**src/hdl/rsgp_pkg.sv**
```systemverilog
`timescale 1ns / 1ps
`default_nettype none

package rsgp_pkg;

  // Configuration register indexes
  localparam int unsigned CFG_IDX_W = 3;
  localparam logic [CFG_IDX_W-1:0] CFG_RANGE_LOWER = 3'd0;
  localparam logic [CFG_IDX_W-1:0] CFG_RANGE_UPPER = 3'd1;
  localparam logic [CFG_IDX_W-1:0] CFG_START_ANGLE = 3'd2;
  localparam logic [CFG_IDX_W-1:0] CFG_ANGLE_STEP  = 3'd3;
  localparam logic [CFG_IDX_W-1:0] CFG_PIXEL_SCALE = 3'd4;

  // CORDIC datapath widths
  localparam int unsigned XY_W = 19;
  localparam int unsigned Z_W  = 18;
  localparam int unsigned CORDIC_STEPS = 14;
  localparam int unsigned STEPS_PER_STAGE = 2;
  localparam logic signed [XY_W-1:0] CORDIC_X0 = 19'sd39797;

  typedef struct packed {
    logic signed [XY_W-1:0] x;
    logic signed [XY_W-1:0] y;
    logic signed [Z_W-1:0]  z;
  } rot_t;

  // Arctangent of 2^-i as a 16-bit binary angle
  function automatic logic signed [Z_W-1:0] atan_f(input int unsigned step);
    logic signed [Z_W-1:0] t;
    case (step)
      0:       t = 18'sd8192;
      1:       t = 18'sd4836;
      2:       t = 18'sd2555;
      3:       t = 18'sd1297;
      4:       t = 18'sd651;
      5:       t = 18'sd326;
      6:       t = 18'sd163;
      7:       t = 18'sd81;
      8:       t = 18'sd41;
      9:       t = 18'sd20;
      10:      t = 18'sd10;
      11:      t = 18'sd5;
      12:      t = 18'sd3;
      13:      t = 18'sd1;
      default: t = 18'sd0;
    endcase
    return t;
  endfunction

endpackage

`default_nettype wire

```
**src/hdl/rsgp_cordic_stage.sv**
```systemverilog
`timescale 1ns / 1ps
`default_nettype none

module rsgp_cordic_stage #(
  parameter int unsigned FIRST_STEP = 0
) (
  input  wire logic          clk_i,
  input  wire logic          en_i,
  input  wire rsgp_pkg::rot_t rot_i,
  output rsgp_pkg::rot_t     rot_o
);

  rsgp_pkg::rot_t rot_d;
  rsgp_pkg::rot_t rot_q;

  always_comb begin
    rsgp_pkg::rot_t r;
    logic signed [rsgp_pkg::XY_W-1:0] xs;
    logic signed [rsgp_pkg::XY_W-1:0] ys;
    r = rot_i;
    for (int unsigned j = 0; j < rsgp_pkg::STEPS_PER_STAGE; j++) begin
      // floor shifts of the values from before this rotation
      xs = r.x >>> (FIRST_STEP + j);
      ys = r.y >>> (FIRST_STEP + j);
      if (!r.z[rsgp_pkg::Z_W-1]) begin
        r.x = r.x - ys;
        r.y = r.y + xs;
        r.z = r.z - rsgp_pkg::atan_f(FIRST_STEP + j);
      end else begin
        r.x = r.x + ys;
        r.y = r.y - xs;
        r.z = r.z + rsgp_pkg::atan_f(FIRST_STEP + j);
      end
    end
    rot_d = r;
  end

  always_ff @(posedge clk_i) begin
    if (en_i) begin
      rot_q <= rot_d;
    end
  end

  assign rot_o = rot_q;

endmodule

`default_nettype wire

```
**config.mk**
```make
export PLATFORM = sky130hd
export DESIGN_NAME = rsgp_cordic_stage
export DESIGN_NICKNAME = d
export VERILOG_FILES = /design/src/hdl/rsgp_pkg.sv /design/src/hdl/rsgp_cordic_stage.sv
export SDC_FILE = /design/constraint.sdc
export NUM_CORES = 1
export LEC_CHECK = 0
export ABC_CLOCK_PERIOD_IN_PS = 16700
export BUFFER_PORTS_ARGS = -buffer_cell sky130_fd_sc_hd__buf_2
export CORE_ASPECT_RATIO = 1.2
export CORE_MARGIN = 4
export CORE_UTILIZATION = 35
export DETAILED_ROUTE_END_ITERATION = 16
export PLACE_DENSITY_LB_ADDON = 0.05
export SLEW_MARGIN = 10
export SYNTH_ARGS = -nofsm -noshare
export SYNTH_HDL_FRONTEND = slang
export SYNTH_SLANG_ARGS = --single-unit
export TNS_END_PERCENT = 1
```
**constraint.sdc**
```tcl
create_clock -name clk_i -period 16.7 [get_ports clk_i]
set_clock_uncertainty 0.05 [all_clocks]
set_input_delay 2.505 -clock clk_i [delete_from_list [all_inputs] [get_ports clk_i]]
set_output_delay 2.505 -clock clk_i [all_outputs]
set_load 0.005 [all_outputs]
```
==> results of run 1 <==
-- per-stage QoR --
stage | worst slack, ps | util (%) | cells | instance area, µm² | total power [mW]
6_report | 9100 | 40.3 | 1307 | 8770 | 1.03
4_1_cts | 9130 | 40.3 | 1307 | 8770 | 1.04
3_3_place_gp | 8840 | 39.5 | 1299 | 8600 | 0.920
5_1_grt | 8540 | 40.3 | 1307 | 8770 | 1.13
3_5_place_dp | 8810 | 39.5 | 1299 | 8600 | 0.920
2_1_floorplan | 9310 | - | 939 | 7800 | 0.734
-- Yosys cell counts (16+ instances only) --
cell type | n | area (µm²)
a21o_1 | 24 | 180
a21oi_1 | 78 | 390
clkbuf_1 | 16 | 60.1
edfxtp_1 | 56 | 1680
ha_1 | 112 | 1400
inv_1 | 87 | 327
nand2_1 | 51 | 191
nand3_1 | 17 | 85.1
nor2_1 | 87 | 327
nor2b_1 | 23 | 144
nor3_1 | 18 | 90.1
o21ai_0 | 43 | 215
o31ai_1 | 18 | 135
xnor2_1 | 74 | 648
xor2_1 | 35 | 307
-- cell type report --
class | instances | share of cell area (%)
clock inverters | 3 | 0.485
multi-input cells | 764 | 64.4
well taps | 274 | 3.91
repair buffers | 118 | 6.87
inverters | 87 | 3.72
flip-flops and latches | 56 | 19.2
clock buffers | 5 | 1.43
-- final timing paths --
| kind | end | startpoint | slack, ps |
|---|---|---|---|
| worst max-delay path | rot_o[54] | rot_i[17] | 9100 |
| worst min-delay path | rot_o[0] | rot_i[0] | 2340 |
-- metal layers --
metal	up-vias	wire length, µm	GRT usage [%]	part of all wire [%]
met3	18	812	0.918	3.9
met2	144	9540	27.7	46
met1	3126	9900	23.0	48
met4	0	305	4.18	1.5
li1	3532	-	-	-
met5	-	0	0	0
-- worst max-delay path, stage by stage --
cell	delay, ps
buf_2	70
buf_4	470
inv_1	80
buf_4	270
ha_1	360
nor2b_1	140
o21ai_0	140
nand2b_1	70
buf_4	250
inv_1	110
buf_4	300
nor2_1	70
a21oi_1	170
ha_1	250
a21o_1	170
a21oi_1	220
nor2b_1	70
o21ai_0	250
a21oi_1	200
o2111ai_1	280
a21boi_0	150
or4_1	460
a31o_2	250
a21oi_1	180
xnor2_1	80
-- power by group --
group | internal, mW | leakage, nW | switching [mW]
Combinational | 0.287 | 3.31 | 0.360
Clock | 0.0705 | 0.0798 | 0.0473
Sequential | 0.249 | 0.548 | 0.0156
Total | 0.606 | 3.94 | 0.423
-- logic make-up (layout without fill, tap and decap cells) --
group | after synthesis | count (layout) | share of synthesized area (%)
AOI/OAI and AO/OA | 266 | 266 | 22.6
xor gates and xnor gates | 110 | 110 | 12.4
adders and majority gates | 119 | 119 | 19.8
buffers and inverters | 119 | 213 | 6.01
DFF | 56 | 56 | 21.6
muxes | 7 | 7 | 0.898
and+or+nand+nor | 262 | 262 | 16.7
==> run metrics, run 1 <==
run status completed; Slew headroom 40.3%; DR pass1 iterations 5; Crit Path Class in2reg; root buf cell clkbuf_16; DRC viols 0; via/cell ratio 5.22; ratio of cells with drive above 1 in the final layout 14.1%; Leak Pwr 3.94 nW; hold_buf cts 0; fillers 2274; CP arrival 7600 ps; CTS tree done; commonest non-fill, non-tap cell in the layout buf_2; number of synthesized flops with an enable pin 56; Chip Height 172 µm; Slew Limit Fails 0; period utilization 45.5%; Post-Synthesis Cells 939; RSZ-0062 raised after global routing false; H-tree depth 2; Setup Fix Bufs, Post-CTS 0; Die W 144 µm; Num CTS Buffers 5; routed vias 6820; first-pass GRT wire length 33500 µm; multi-input logic area 5650 µm²; Detailed Place HPWL 16900 µm; Reg clk slew, reported paths 70 ps; area delta synth->final 12.4%; total die area 24800 µm²; IO Pins 114; vias in the first global route 6663; post_cts resized 0; post-synthesis async set-or-reset flop share 0%; Routed Antenna Nets 0; CP max FO 57; Final setup viols 0; Critical Path Sink Type register; Final Hold Vio Count 0; Clock Sinks 56; Post-Route Setup TNS 0 ps; Synth warnings 0; Initial Util 35.8%; commonest non-fill, non-tap cells in the layout buf_2, ha_1, inv_1, nor2_1, a21oi_1; largest net degree at the start of global routing 58; # rows 59; max reg flops 56; Clock Tree Buf Depth 2; drt total wl 20600 µm; Cell Area, Synth 7800 µm²; Synth Flop Type edfxtp_1; Power Dens Cells 117 nW/µm²; Peak VDD IR 0.0342 mV; post-synthesis register bit count 56; GP Congestion 0.851; Mapped Avg Cell Area 8.31 µm²; Hold Path Class in2reg; slew at the pin closest to its max-slew limit 881 ps; initial antenna violation count 0; max-cap viol count 0; DR WL/cell 15.7 µm; Hold Path Depth 1; grt total ovfl 0; worst hold slack 2340 ps; Core Region 21800 µm²; Nets 1209; Required @ worst endpoint 16700 ps; Max Fclk 132 MHz; post-synth net total 1116; 1st-iter DRT viols 389; GRT Util Overall 16.4%; sequential cell area fraction in the yosys report 21.6%; final worst path period need 7600 ps; critical path launch point type input pin; Ant. Diodes 0; IO buf count 113; Synth cell types 73; Sequential Area 1680 µm²
No activity file was read; power rests on OpenSTA's default activity.
==> run 2, diff against run 1 <==
ABC_CLOCK_PERIOD_IN_PS = 7700   (was 16700)
clock period = 7.7 ns   (was 16.7 ns; I/O delays follow)
==> run 2 against run 1 <==
Against the previous run:
- routed wire length down 1.5%
- largest cell class unchanged
- clock power up 89%
- highest routed layer unchanged
- core utilization down 0.10 points
==> run metrics, run 2 (synthesis gave the netlist of run 1 again) <==
Leak Pwr 3.92 nW; routed length on met2 9560 µm; # rows 59; IO buf count 113; routed vias 6706; via/cell ratio 5.13; Sequential Area 1680 µm²; pre-CTS setup slack 1180 ps; max reg flops 56; Hold Path Class in2reg; run status completed; initial antenna violation count 0; total die area 24800 µm²; ratio of cells with drive above 1 in the final layout 14.0%; Placed Area 8600 µm²; GP Congestion 0.812; DRC viols 0; H-tree depth 2; 1st-iter DRT viols 377; critical path launch point type input pin; CTS tree done; Setup Fix Bufs, Post-CTS 0; Required @ worst endpoint 7690 ps; Reg clk slew, reported paths 70 ps; Clock Tree Buf Depth 2; metal3 WL 660 µm; fin worst setup slack 1480 ps; Power Dens Cells 251 nW/µm²; final worst path period need 6220 ps; grt total ovfl 0; Final setup viols 0; commonest non-fill, non-tap cells in the layout buf_2, ha_1, inv_1, nor2_1, a21oi_1; Post-Route Setup TNS 0 ps; slew at the pin closest to its max-slew limit 769 ps; DR WL/cell 15.5 µm; area delta synth->final 12.2%; Nets 1209; fillers 2272; Die W 144 µm; Critical Path Sink Type register; CP max FO 14; Slew headroom 47.9%; Ant. Diodes 0; first-pass GRT wire length 33200 µm; Clock Sinks 56; vias in the first global route 6611; Slew Limit Fails 0; Routed Antenna Nets 0; CP arrival 6220 ps; Num CTS Buffers 5; DR pass1 iterations 5; hold_buf cts 0; root buf cell clkbuf_16; hold endpoint rot_o[0]; hold_sp rot_i[0]; Max Fclk 161 MHz; GRT Util Overall 16.2%; post_cts resized 0; Hold Path Depth 1; Detailed Place HPWL 16700 µm; multi-input logic area 5650 µm²; Crit Path Class in2reg; RSZ-0062 raised after global routing false; drt total wl 20300 µm; Initial Util 35.8%; final core utilization 40.2%; commonest non-fill, non-tap cell in the layout buf_2; max-cap viol count 0; Design Area, Final 8750 µm²; Chip Height 172 µm; IO Pins 114; Peak VDD IR 0.0835 mV; Core Region 21800 µm²; Final Hold Vio Count 0; period utilization 80.8%; Metal-1 WL 9810 µm; largest net degree at the start of global routing 57; DR top layer met4
-- run 2: metrics by stage --
step	power, mW	hold slack, ps	std cells
after CTS	2.23	974	1307
after floorplan	1.59	1200	939
after detailed placement	2.00	1280	1299
after global routing	2.43	975	1307
final	2.20	986	1307
after global placement	2.00	1280	1299
-- run 2: layout make-up --
type | count | share of cell area, %
sequential | 56 | 19.2
timing repair buffer | 118 | 6.89
tap | 274 | 3.92
inverter | 87 | 3.73
clock inverter | 2 | 0.186
clock buffer | 6 | 1.47
multi-input combinational | 764 | 64.6
-- run 2: worst max-delay path by stage --
stage | startpoint | endpoint | slack (ps) | cells after the start
5_1_grt | rot_i[26] | rot_o[36] | 1000 | 22
6_report | rot_i[26] | rot_o[36] | 1480 | 22
3_3_place_gp | rot_i[26] | rot_o[36] | 1200 | 22
4_1_cts | rot_i[26] | rot_o[36] | 1490 | 22
2_1_floorplan | rot_i[17] | rot_o[54] | 1660 | 25
3_5_place_dp | rot_i[26] | rot_o[36] | 1180 | 22
-- run 2: metal layers --
layer / GRT usage (%) / vias up
li1: - / 3536
met1: 22.3 / 3044
met2: 28.1 / 115
met3: 1.00 / 11
met4: 3.41 / 0
met5: 0 / -
-- run 2: report_power, final --
| part | total [mW] | internal [mW] | switching [mW] |
|---|---|---|---|
| sequential | 0.572 | 0.540 | 0.0320 |
| combinational | 1.41 | 0.622 | 0.783 |
| clock | 0.223 | 0.121 | 0.102 |
| total | 2.20 | 1.28 | 0.917 |
-- run 2: critical path, stage by stage --
cell      delay (ps)
buf_2            100
inv_1             40
ha_1             580
nor2_1           120
a211oi_1         430
o21ai_0          240
nand4b_1         150
or3b_2           460
xor2_1           310
nand2_1          120
or4b_4           510
nor3_1           260
nor2_1            90
xnor2_1          130
ha_1             340
a21oi_1          280
nand2_1          100
a21oi_1          200
nor2b_1           70
o22a_1           200
xnor2_1          130
xor2_1           170
==> run 3, diff against run 2 <==
ABC_AREA = 1   (was unset)
ABC_CLOCK_PERIOD_IN_PS = 6100   (was 7700)
clock period = 6.1 ns   (was 7.7 ns; I/O delays follow)
==> run 3 against run 2 <==
Against the previous run:
- sequential power grew 22%
- hold slack lost 240 ps
- combinational power grew 22%
- design area grew 13%
- largest power group unchanged
- critical endpoint unchanged
- final cell count grew 32%
- non-clock buffer count grew 3
- synthesized cell count grew 38%
==> run metrics, run 3 <==
initial antenna violation count 0; commonest non-fill, non-tap cell in the layout nand2_1; post-synthesis async set-or-reset flop share 0%; DRC viols 0; run status completed; Crit Path Class in2reg; commonest non-fill, non-tap cells in the layout nand2_1, inv_1, nand3_1, buf_2, ha_1; Reg clk slew, reported paths 70 ps; routed vias 8367; Final Hold Vio Count 0; Hold Path Depth 1; root buf cell clkbuf_16; GRT Util Overall 18.0%; Critical Path Sink Type register; DR WL/cell 14.8 µm; via/cell ratio 4.85; Routed Antenna Nets 0; RSZ-0062 raised after global routing false; fillers 2740; Peak VDD IR 0.121 mV; multi-input logic area 6270 µm²; 1st-iter DRT viols 238; area leader, netlist edfxtp_1; IO buf count 113; hold_sp rot_i[0]; Area contributors post-synth edfxtp_1, ha_1, nand2_1; Die W 153 µm; critical path launch point type input pin; top-count cell post-synth nand2_1; Slew Limit Fails 0; max reg flops 56; number of synthesized flops with an enable pin 56; grt total ovfl 0; first-pass GRT wire length 41200 µm; Mapped Avg Cell Area 6.81 µm²; total die area 27900 µm²; most common cell type on the critical path nand2_1; slew at the pin closest to its max-slew limit 791 ps; final worst path period need 5480 ps; worst hold slack 748 ps; Hold Path Class in2reg; max-cap viol count 0; Core Region 24800 µm²; Nets 1576; hold endpoint rot_o[0]; period utilization 89.8%; largest net degree at the start of global routing 57; vias in the first global route 8372; Required @ worst endpoint 6110 ps; ratio of cells with drive above 1 in the final layout 16.7%; Leak Pwr 5.04 nW; hold_buf cts 0; # rows 63; Num CTS Buffers 5; CP max FO 13; Ant. Diodes 0; H-tree depth 2; Max Fclk 183 MHz; area delta synth->final 11.6%; CTS tree done; Chip Height 182 µm; Power Dens Cells 278 nW/µm²; Synth Flop Type edfxtp_1; Synth warnings 0; Initial Util 35.6%; post_cts resized 0; top cells by count, synth nand2_1, inv_1, nand3_1; IO Pins 114; sequential cell area fraction in the yosys report 19.0%; Post-Route Setup TNS 0 ps; drt total wl 25500 µm; Setup Fix Bufs, Post-CTS 0; post-synthesis register bit count 56; Slowest cell on crit path ha_1; Clock Tree Buf Depth 2; Final setup viols 0; Largest stage delay, worst path 690 ps; Sequential Area 1680 µm²; Slew headroom 46.6%; share of the synthesized area in the top cell type 19.0%; post-synth net total 1475; Clock Sinks 56; Post-Synthesis Cells 1298; DR pass1 iterations 4; Cell Area, Synth 8840 µm²; Synth cell types 48; GP Congestion 0.856; CP arrival 5480 ps; Detailed Place HPWL 21900 µm
[run 3: kinds of logic (layout without fill, tap and decap cells)]
group           Yosys count  in the layout  share of synthesized area, %
xor+xnor                 80             80                          7.93
compound gates          195            195                          12.4
fa+ha+maj               119            119                          17.4
flops                    56             56                          19.0
buf+inv                 215            317                          10.1
simple gates            633            633                          33.1
[run 3: final cells by class]
class                           count  share of cell area (%)
Clock buffer                        5                    1.27
Clock inverter                      3                   0.469
Inverter                          188                    7.18
Multi-Input combinational cell   1027                    63.6
Sequential cell                    56                    17.0
Tap cell                          325                    4.12
Timing Repair Buffer              121                    6.34
[run 3: power breakdown]
group          total [mW]  switching, mW  internal, mW
clock               0.330          0.134         0.195
combinational        1.72           1.07         0.654
sequential          0.698         0.0379         0.660
total                2.75           1.24          1.51
[run 3: layer usage]
metal / GRT usage (%) / up-vias / wire (µm)
met5: 0 / - / 0
met4: 5.92 / 0 / 738
met3: 0.996 / 31 / 745
met2: 33.8 / 164 / 13000
met1: 21.7 / 3719 / 11000
li1: - / 4453 / -
[run 3: worst max-delay path by stage]
stage              start   endpoint  slack (ps)  cells after the start
6_report       rot_i[21]  rot_o[36]         620                     27
5_1_grt        rot_i[21]  rot_o[36]         110                     27
4_1_cts        rot_i[37]  rot_o[36]         570                     26
3_5_place_dp   rot_i[37]  rot_o[36]         250                     26
3_3_place_gp   rot_i[37]  rot_o[36]         280                     26
2_1_floorplan  rot_i[17]  rot_o[49]        1140                     20
[run 3: through the flow]
step	std cells	util [%]	total power, mW	setup WS [ps]	area, µm²
floorplan	1298	-	1.90	1140	8840
global placement	1717	39.0	2.44	279	9690
detailed placement	1717	39.0	2.44	254	9690
CTS	1725	39.7	2.78	569	9870
global route	1725	39.7	3.02	108	9870
finish	1725	39.7	2.75	624	9870
[run 3: worst max-delay path: cells and delay by family]
family	cells	cell delay, ps
AND/OR/NAND/NOR	17	1860
adder cells (fa/ha/maj)	2	1050
AO/OA/AOI/OAI	2	970
buffers and inverters	5	490
XOR/XNOR	1	170
